`config.mk`:
```
export PLATFORM = sky130hd
export DESIGN_NAME = ffra_ctrl
export DESIGN_NICKNAME = d
export VERILOG_FILES = /design/src/ffra_pkg.sv /design/src/ffra_ctrl.sv
export SDC_FILE = /design/constraint.sdc
export NUM_CORES = 1
export LEC_CHECK = 0
export BUFFER_PORTS_ARGS = -buffer_cell sky130_fd_sc_hd__buf_2
export CORE_AREA = 2 2 60 62
export CTS_BUF_LIST = sky130_fd_sc_hd__clkbuf_8
export DETAILED_ROUTE_END_ITERATION = 8
export DIE_AREA = 0 0 62 64
export PLACE_DENSITY_LB_ADDON = 0.3
export SETUP_SLACK_MARGIN = 0.2
export SYNTH_ARGS = -nofsm -noshare
export SYNTH_HDL_FRONTEND = slang
export SYNTH_SLANG_ARGS = --single-unit
export TNS_END_PERCENT = 100
```
`constraint.sdc`:
```
create_clock -name clk -period 2.75 [get_ports clk]
set_input_delay 0.275 -clock clk [delete_from_list [all_inputs] [get_ports clk]]
set_output_delay 0.275 -clock clk [all_outputs]
set_load 0.01 [all_outputs]
```
`src/ffra_pkg.sv`:
```
// ----------------------------------------------------------------------------
// ffra_pkg
// Shared codes and the command and status bundles that join the allocator's
// controller and datapath.
// ----------------------------------------------------------------------------
`default_nettype none

package ffra_pkg;

  // Request codes
  localparam logic [2:0] RQ_ADD     = 3'd0;
  localparam logic [2:0] RQ_RESERVE = 3'd1;
  localparam logic [2:0] RQ_ALLOC   = 3'd2;
  localparam logic [2:0] RQ_FREE    = 3'd3;
  localparam logic [2:0] RQ_DUMP    = 3'd4;

  // Result status codes
  localparam logic [1:0] ST_OK   = 2'd0;
  localparam logic [1:0] ST_NONE = 2'd1;
  localparam logic [1:0] ST_MISS = 2'd2;
  localparam logic [1:0] ST_FULL = 2'd3;

  // Which slot a write or list insert targets
  typedef enum logic [1:0] {
    SL_SPARE = 2'd0,
    SL_CUR   = 2'd1,
    SL_SAVE  = 2'd2
  } slot_sel_t;

  // Source of a written start address
  typedef enum logic [2:0] {
    SS_NONE = 3'd0,
    SS_BASE = 3'd1,
    SS_BP1  = 3'd2,
    SS_H    = 3'd3,
    SS_AT   = 3'd4,
    SS_ATSZ = 3'd5
  } start_src_t;

  // Source of a written length
  typedef enum logic [3:0] {
    LS_NONE = 4'd0,
    LS_CLIP = 4'd1,
    LS_LMB  = 4'd2,
    LS_AMH  = 4'd3,
    LS_GAP  = 4'd4,
    LS_SIZE = 4'd5,
    LS_REM  = 4'd6,
    LS_SAT  = 4'd7,
    LS_ACC  = 4'd8
  } len_src_t;

  // Kind of result loaded into the output registers
  typedef enum logic [1:0] {
    EM_NONE   = 2'd0,
    EM_STATUS = 2'd1,
    EM_DUMP   = 2'd2
  } emit_t;

  // Controller to datapath
  typedef struct packed {
    logic       latch;
    logic       list;
    logic       rd;
    logic       pos_clr;
    logic       pos_inc;
    logic       put;
    logic       drop;
    slot_sel_t  slot;
    start_src_t wr_start;
    len_src_t   wr_len;
    logic       key_sum;
    logic       acc_rd;
    logic       acc_sat;
    logic       save_slot;
    emit_t      emit;
    logic [1:0] code;
    logic       addr_en;
  } cmd_t;

  // Datapath to controller
  typedef struct packed {
    logic [2:0] req_type;
    logic       usable_ok;
    logic       a_gt_b;
    logic       bad_align;
    logic       dump_used;
    logic       dump_empty;
    logic       dump_last;
    logic       more;
    logic       spare_zero;
    logic       spare_short;
    logic       split;
    logic       outside;
    logic       contain;
    logic       h_lt_a;
    logic       fit;
    logic       gap_nz;
    logic       rem_nz;
    logic       hit;
    logic       fwd_ok;
    logic       sum_hit;
  } stat_t;

endpackage

`default_nettype wire

```
`src/ffra_ctrl.sv`:
```
// ----------------------------------------------------------------------------
// ffra_ctrl
// Request sequencer: walks the free or allocated list one entry at a time
// and issues list, memory and result commands to the datapath.
// ----------------------------------------------------------------------------
`default_nettype none

module ffra_ctrl (
  input  logic           clk,
  input  logic           rst,
  input  logic           start,
  output logic           busy,
  input  ffra_pkg::stat_t st,
  output ffra_pkg::cmd_t  cmd
);
  import ffra_pkg::*;

  typedef enum logic [13:0] {
    S_IDLE  = 14'b00000000000001,
    S_DISP  = 14'b00000000000010,
    S_CHECK = 14'b00000000000100,
    S_RD    = 14'b00000000001000,
    S_E1    = 14'b00000000010000,
    S_E2    = 14'b00000000100000,
    S_E3    = 14'b00000001000000,
    S_DEC   = 14'b00000010000000,
    S_RES2  = 14'b00000100000000,
    S_ALCB  = 14'b00001000000000,
    S_ALCC  = 14'b00010000000000,
    S_ALCD  = 14'b00100000000000,
    S_DRD   = 14'b01000000000000,
    S_DEM   = 14'b10000000000000
  } state_t;

  typedef enum logic [2:0] {
    PH_ADD  = 3'd0,
    PH_RES  = 3'd1,
    PH_ALC  = 3'd2,
    PH_FREE = 3'd3,
    PH_FWD  = 3'd4,
    PH_BACK = 3'd5
  } phase_t;

  state_t state, state_next;
  phase_t phase, phase_next;
  logic   changed, changed_next;
  logic   scan_list;

  assign busy = (state != S_IDLE);

  // The first scan of a free request walks the allocated list, dumps the selected list,
  // all others the free list
  always_comb begin
    if (state == S_DRD || state == S_DEM) begin
      scan_list = st.dump_used;
    end else if (state == S_DISP) begin
      scan_list = (st.req_type == RQ_DUMP) ? st.dump_used : 1'b0;
    end else begin
      scan_list = (phase == PH_FREE);
    end
  end

  // Sequence the request
  always_comb begin
    state_next   = state;
    phase_next   = phase;
    changed_next = changed;
    cmd          = '0;
    cmd.list     = scan_list;
    unique case (state)
      S_IDLE: begin
        if (start) begin
          cmd.latch  = 1'b1;
          state_next = S_DISP;
        end
      end
      S_DISP: begin
        cmd.pos_clr = 1'b1;
        case (st.req_type)
          RQ_ADD: begin
            phase_next = PH_ADD;
            state_next = S_E1;
          end
          RQ_RESERVE: begin
            if (st.a_gt_b) begin
              cmd.emit   = EM_STATUS;
              cmd.code   = ST_NONE;
              state_next = S_IDLE;
            end else begin
              phase_next   = PH_RES;
              changed_next = 1'b0;
              state_next   = S_CHECK;
            end
          end
          RQ_ALLOC: begin
            if (st.bad_align) begin
              cmd.emit   = EM_STATUS;
              cmd.code   = ST_NONE;
              state_next = S_IDLE;
            end else begin
              phase_next = PH_ALC;
              state_next = S_CHECK;
            end
          end
          RQ_FREE: begin
            phase_next = PH_FREE;
            state_next = S_CHECK;
          end
          RQ_DUMP: begin
            if (st.dump_empty) begin
              cmd.emit   = EM_STATUS;
              cmd.code   = ST_NONE;
              state_next = S_IDLE;
            end else begin
              state_next = S_DRD;
            end
          end
          default: begin
            cmd.emit   = EM_STATUS;
            cmd.code   = ST_NONE;
            state_next = S_IDLE;
          end
        endcase
      end
      S_CHECK: begin
        if (st.more) begin
          state_next = S_RD;
        end else begin
          state_next = S_IDLE;
          cmd.emit   = EM_STATUS;
          case (phase)
            PH_RES:  cmd.code = changed ? ST_OK : ST_NONE;
            PH_FREE: cmd.code = ST_MISS;
            PH_FWD: begin
              cmd.emit    = EM_NONE;
              cmd.pos_clr = 1'b1;
              phase_next  = PH_BACK;
              state_next  = S_CHECK;
            end
            PH_BACK: begin
              // no neighbor below: insert the freed region at the free head
              cmd.list     = 1'b0;
              cmd.put      = 1'b1;
              cmd.slot     = SL_SAVE;
              cmd.wr_start = SS_BASE;
              cmd.wr_len   = LS_ACC;
              cmd.code     = ST_OK;
            end
            default: cmd.code = ST_NONE;
          endcase
        end
      end
      S_RD: begin
        cmd.rd     = 1'b1;
        state_next = S_E1;
      end
      S_E1: state_next = S_E2;
      S_E2: state_next = S_E3;
      S_E3: state_next = S_DEC;
      S_DEC: begin
        state_next = S_CHECK;
        case (phase)
          PH_ADD: begin
            state_next = S_IDLE;
            cmd.emit   = EM_STATUS;
            if (!st.usable_ok) begin
              cmd.code = ST_NONE;
            end else if (st.spare_zero) begin
              cmd.code = ST_FULL;
            end else begin
              cmd.list     = 1'b0;
              cmd.put      = 1'b1;
              cmd.slot     = SL_SPARE;
              cmd.wr_start = SS_BASE;
              cmd.wr_len   = LS_CLIP;
              cmd.code     = ST_OK;
            end
          end
          PH_RES: begin
            if (st.split) begin
              if (st.spare_zero) begin
                cmd.emit   = EM_STATUS;
                cmd.code   = ST_FULL;
                state_next = S_IDLE;
              end else begin
                cmd.put      = 1'b1;
                cmd.slot     = SL_SPARE;
                cmd.wr_start = SS_BP1;
                cmd.wr_len   = LS_LMB;
                state_next   = S_RES2;
              end
            end else if (st.outside) begin
              cmd.pos_inc = 1'b1;
            end else begin
              changed_next = 1'b1;
              if (st.contain) begin
                cmd.drop = 1'b1;
              end else if (st.h_lt_a) begin
                cmd.slot    = SL_CUR;
                cmd.wr_len  = LS_AMH;
                cmd.pos_inc = 1'b1;
              end else begin
                cmd.slot     = SL_CUR;
                cmd.wr_start = SS_BP1;
                cmd.wr_len   = LS_LMB;
                cmd.pos_inc  = 1'b1;
              end
            end
          end
          PH_ALC: begin
            if (!st.fit) begin
              cmd.pos_inc = 1'b1;
            end else if (st.spare_short) begin
              cmd.emit   = EM_STATUS;
              cmd.code   = ST_FULL;
              state_next = S_IDLE;
            end else begin
              state_next = S_ALCB;
              if (st.gap_nz) begin
                // alignment gap goes to the free head, ahead of this entry
                cmd.put      = 1'b1;
                cmd.slot     = SL_SPARE;
                cmd.wr_start = SS_H;
                cmd.wr_len   = LS_GAP;
                cmd.pos_inc  = 1'b1;
              end
            end
          end
          PH_FREE: begin
            if (st.hit) begin
              cmd.acc_rd    = 1'b1;
              cmd.save_slot = 1'b1;
              cmd.drop      = 1'b1;
              cmd.pos_clr   = 1'b1;
              if (st.fwd_ok) begin
                cmd.key_sum = 1'b1;
                phase_next  = PH_FWD;
              end else begin
                phase_next = PH_BACK;
              end
            end else begin
              cmd.pos_inc = 1'b1;
            end
          end
          PH_FWD: begin
            if (st.hit) begin
              cmd.acc_sat = 1'b1;
              cmd.drop    = 1'b1;
              cmd.pos_clr = 1'b1;
              phase_next  = PH_BACK;
            end else begin
              cmd.pos_inc = 1'b1;
            end
          end
          PH_BACK: begin
            if (st.sum_hit) begin
              cmd.slot   = SL_CUR;
              cmd.wr_len = LS_SAT;
              cmd.emit   = EM_STATUS;
              cmd.code   = ST_OK;
              state_next = S_IDLE;
            end else begin
              cmd.pos_inc = 1'b1;
            end
          end
          default: begin
            cmd.emit   = EM_STATUS;
            cmd.code   = ST_NONE;
            state_next = S_IDLE;
          end
        endcase
      end
      S_RES2: begin
        cmd.slot   = SL_CUR;
        cmd.wr_len = LS_AMH;
        cmd.emit   = EM_STATUS;
        cmd.code   = ST_OK;
        state_next = S_IDLE;
      end
      S_ALCB: begin
        if (st.rem_nz) begin
          cmd.list     = 1'b1;
          cmd.put      = 1'b1;
          cmd.slot     = SL_SPARE;
          cmd.wr_start = SS_AT;
          cmd.wr_len   = LS_SIZE;
          state_next   = S_ALCC;
        end else begin
          cmd.list   = 1'b0;
          cmd.drop   = 1'b1;
          state_next = S_ALCD;
        end
      end
      S_ALCC: begin
        cmd.slot     = SL_CUR;
        cmd.wr_start = SS_ATSZ;
        cmd.wr_len   = LS_REM;
        cmd.emit     = EM_STATUS;
        cmd.code     = ST_OK;
        cmd.addr_en  = 1'b1;
        state_next   = S_IDLE;
      end
      S_ALCD: begin
        cmd.list     = 1'b1;
        cmd.put      = 1'b1;
        cmd.slot     = SL_CUR;
        cmd.wr_start = SS_AT;
        cmd.wr_len   = LS_SIZE;
        cmd.emit     = EM_STATUS;
        cmd.code     = ST_OK;
        cmd.addr_en  = 1'b1;
        state_next   = S_IDLE;
      end
      S_DRD: begin
        cmd.rd     = 1'b1;
        state_next = S_DEM;
      end
      S_DEM: begin
        cmd.emit = EM_DUMP;
        if (st.dump_last) begin
          state_next = S_IDLE;
        end else begin
          cmd.pos_inc = 1'b1;
          state_next  = S_DRD;
        end
      end
      default: state_next = S_IDLE;
    endcase
  end

  always_ff @(posedge clk) begin
    if (rst) begin
      state   <= S_IDLE;
      phase   <= PH_ADD;
      changed <= 1'b0;
    end else begin
      state   <= state_next;
      phase   <= phase_next;
      changed <= changed_next;
    end
  end

endmodule

`default_nettype wire

```
# Word-level counts from Yosys, hierarchy flattened
# Cells that the tools add are included.
[totals] mem_bits_ro=0 wordCells=175 mem_bits_rw=0 regBits=18 latchBits=0 mem_count=0 output_inout_bits=26
[classes] reduce_logical=13 div_mod_pow=0 muxes=121 multipliers=0 bitwise=0 n_eq_ne=38 magnitude_cmp=0 shifts=0 n_addsub=0
[op_table] cell="14-bit one-hot mux with 11 select lines" n=1
[op_table] cell="14-bit one-hot mux with 5 select lines" n=1
[op_table] cell="3-bit two-way mux" n=19
[op_table] cell="1-bit two-way mux" n=46
[op_table] cell="9-bit two-way mux" n=5
[op_table] cell="10-bit one-hot mux with 4 select lines" n=1
[op_table] cell="10-bit two-way mux" n=3
[op_table] cell="3-bit one-hot mux with 5 select lines" n=2
[op_table] cell="13-bit two-way mux" n=2
[op_table] cell="6-bit two-way mux" n=4
[op_table] cell="3-bit one-hot mux with 4 select lines" n=2
[op_table] cell="4-bit one-hot mux with 6 select lines" n=1
[op_table] cell="3-bit one-hot mux with 3 select lines" n=2
[op_table] cell="2-bit one-hot mux with 4 select lines" n=2
[op_table] cell="4-bit one-hot mux with 4 select lines" n=1
[op_table] cell="14-bit by 1-bit == test with 1-bit output, second input constant" n=1
[op_table] cell="14-bit by 10-bit == test with 1-bit output, second input constant" n=1
[op_table] cell="14-bit by 11-bit == test with 1-bit output, second input constant" n=1
[op_table] cell="14-bit by 12-bit == test with 1-bit output, second input constant" n=1
[op_table] cell="14-bit by 13-bit == test with 1-bit output, second input constant" n=1
[op_table] cell="14-bit == test, second input constant" n=1
[op_table] cell="14-bit by 2-bit == test with 1-bit output, second input constant" n=1
[op_table] cell="14-bit by 3-bit == test with 1-bit output, second input constant" n=1
[op_table] cell="14-bit by 4-bit == test with 1-bit output, second input constant" n=1
[op_table] cell="35 further kinds" n=71

# Longest topological paths before layout
[depth] word_depth=8 depth_mapped=7 depth_no_buf=6

# Worst setup path after synthesis
# OpenSTA, ideal clock, no wires.
[synth_path] path_type="reg2out" start="reg state[0]" end="out cmd[23] (netlist bit)" path_stages_with_launch=7 slack_ns=0.521 arrival_ns=1.954 path_buffers=1 t_required_ns=2.475 path_cell_list="dfxtp_1 clkbuf_1 nor4_2 nand3_1 or3_1 a311oi_1 o21ai_0"
[synth_lines] item="from (decl)" line="ffra_ctrl.sv:44" source="state_t state, state_next;"
[synth_lines] item="from (signal assigned)" line="ffra_ctrl.sv:337" source="state <= state_next;"
[synth_lines] item="to (decl)" line="ffra_ctrl.sv:14" source="output ffra_pkg::cmd_t cmd"

==> results.ini <==
[floorplanning]
die_x_um=62
core_sq_um=3284
rows=21
io_pins=51
initial_core_util_pct=51.24
dieArea_sq_um=3968
die_height_um=64

[synth]
synth_edf_count=0
avgSynthCellArea_sq_um=6.983
synthesis.area_sq_um=1683
ys_warn_count=0
async_reset_ff_share_pct=0
netlist_instances=241
ys_ff_latch=18
yosysSeqAreaShare_pct=21.41
synth.net_count=266
ys_dominant_reg_cell=dfxtp_1
synth.distinct_cells=52

[clock_tree]
root_buffer=clkbuf_8
cts_tree=yes
clk_pin_slew_ns=0.07
clockBufferDepth=2
htree_levels=1
clock-sinks=18
holdBufCountCts=0
cts_made_buffers=3
clkLatencyLatePin_ns=0.26

[global_routing]
overflow=0
antenna_found_initial=0
grt_start_max_net_pins=18
grt_pass1_wl_um=8597
grt_pass1_vias=1914
grt_usage_pct=28.08

[placed_design]
dp_cells=334
port_buffers=50
dp_hpwl_um=4068
place_congestion=0.9267
place_area_sq_um=2008

[setup_path]
regToRegSetupSlack_ns=0.61
regToRegEndpoint=phase[2]
crit_arrival_ns=2.19
worstSetupPathType=flip-flop to output pin
startpoint=state[0]
critPathLaunchType=flip-flop
required_ns=2.48
crit_end=cmd[16]
crit_fanout=9
ff2ff_path_depth=5
crit_path_end_kind=output pin
timing.rr.start=phase[2]

[timing]
grt_setup_unrepaired=yes
finClkSkew_ns=0.003222
max_freq_ghz=0.4050
worstMarginPinSlew_ns=0.4269
period_needed_ns=2.469
slew_violations=0
hold_ws_ns=0.2403
setup_viol=0
maxSlewHeadroom_pct=71.54
fin_crit_sh_pct=89.79
finalHoldViolations=0
tns_ns=0

[route]
wl_um=5270
wl_per_cell_um=15.55
drt-pass1-iter-count=4
vias=2093
routed_via_density=6.174
ant_nets=0
drc=0
drtIter0Drc=215

[power_and_ir_drop]
vdd_drop_max_mv=0.2162
p_int_uw=459.6
seqPwrFrac_pct=43.4
powerDensity_nw_per_um2=308.4
p_switching_uw=190.9
pwr-share-comb_pct=22.1
p_sw_share_pct=29.35
clock_power_share_pct=34.5
p_leak_nw=0.8925

[flow_run]
drv_cap=0

[outcome]
status=complete, no violations

[cells_and_area]
drive_above_1_share_pct=29.01
fin_area_sq_um=2110
fillers=317
area_delta_synth_final_pct=25.35
n_antenna_cell=0
instances_no_fill=339
nets=319

[hold_path]
min-delay-start=st[10]
hold_path.class=input pin to flip-flop

cells by family (layout without fill, tap and decap cells):
logic type	Yosys count	after routing	share of synthesized area (%)
DFF	18	18	21.41
muxes	1	1	0.6691
xor gates and xnor gates	5	5	2.603
buffers and inverters	26	78	6.542
AOI/OAI and AO/OA	63	63	25.65
and+or+nand+nor	128	128	43.12
layer usage:
layer	vias up	global-route usage [%]	part of all wire, %
met5	-	0	0
met4	0	11.17	2.5
met3	13	3.036	7.3
met2	105	43.23	46
met1	965	39.08	44
li1	1010	-	-
flip-flops by register name, summed over array words and instances (netlist names):
| name | flops |
|---|---|
| state | 14 |
| phase | 3 |
| changed | 1 |
final cells by class:
class                   instances  area [sq um]  share of cell area, %
inverters                      12         45.04                  2.135
repair buffers                 62         340.3                  16.13
multi-input cells             197          1245                  59.02
clock buffers                   4         55.05                  2.610
flip-flops and latches         18         366.6                  17.38
well taps                      46         57.56                  2.728
critical path: stages (launching register included):
cell     delay (ns)
dfxtp_2        0.38
nor4_4         0.27
buf_4          0.18
nand3_2        0.12
or4b_4         0.55
nor2b_1        0.16
o41ai_1        0.07
buf_2          0.20
per-stage QoR:
stage                     worst slack, ns  util [%]  power [mW]
after detailed placement           0.4932     61.14      0.4200
after CTS                          0.2190     62.86      0.6399
after global routing               0.2088     64.23      0.6788
final                              0.2808     64.23      0.6505
after global placement             0.5592     61.14      0.4178
after floorplan                    0.5211         -      0.3628
synthesized netlist by cell type (2+ instances only):
cell type	n	area (sq um)
a211oi_1	6	45.04
a21oi_1	9	45.04
a221oi_1	2	17.52
a311oi_1	3	26.28
a31oi_1	4	25.02
and2_1	2	12.51
and3_1	4	25.02
and4_1	2	17.52
buf_1	2	7.510
clkbuf_1	9	33.78
dfxtp_1	18	360.4
inv_1	12	45.04
nand2_1	18	67.56
nand2b_1	4	25.02
nand3_1	9	45.04
nand3b_1	4	30.03
nand4_1	10	62.56
nor2_1	32	120.1
nor2b_1	10	62.56
nor3_1	9	45.04
nor3b_1	2	15.01
nor4_2	2	25.02
nor4b_1	6	52.55
o2111ai_1	3	26.28
o211ai_1	7	52.55
o21ai_0	12	60.06
o221ai_1	2	17.52
o22ai_1	6	37.54
or2_2	3	18.77
or3_1	4	25.02
xnor2_1	2	17.52
xor2_1	3	26.28
worst min path at each step:
stage	endpoint	slack [ns]	cells past startpoint
after floorplan	state[9]	0.35	1
after global placement	state[11]	0.51	2
after detailed placement	state[9]	0.51	2
after CTS	state[11]	0.24	2
after global routing	state[11]	0.25	2
final	state[9]	0.24	2
power by group through the flow:
stage / Sequential [mW] / Clock, mW / Combinational [mW]
CTS: 0.280 / 0.224 / 0.136
global route: 0.283 / 0.238 / 0.157
global placement: 0.285 / 0 / 0.133
floorplan: 0.274 / 0 / 0.0891
detailed placement: 0.285 / 0 / 0.134
finish: 0.282 / 0.225 / 0.144
timing repair:
action / in CTS / in global routing
pin swaps: 0 / 1
hold endpoints to repair: 0 / 0
buffers inserted: 0 / 1
endpoints found under the setup margin: 1 / 8
gates resized for setup: 1 / 11
cell usage in the layout (no fill, tap or decap), types with 3 or more instances in the layout:
master     Yosys  final
o2111ai_1      3      3
or3_1          4      3
dfxtp_1       18     13
buf_4          1     12
o22ai_1        6      6
or2_2          3      3
xor2_1         3      3
buf_2          0     50
nor3_1         9      9
dfxtp_2        0      5
clkbuf_8       0      4
a31oi_1        4      4
nand4_1       10     10
nor4b_1        6      5
nor2b_1       10      9
a311oi_1       3      3
o211ai_1       7      7
nand3_1        9      8
a21oi_1        9      9
nand3b_1       4      4
o21ai_0       12     12
inv_1         12     12
nand2_1       18     18
and3_1         4      4
a211oi_1       6      6
nor2_1        32     32
nand2b_1       4      4
Note: power is estimated with default switching activity, not from simulation.
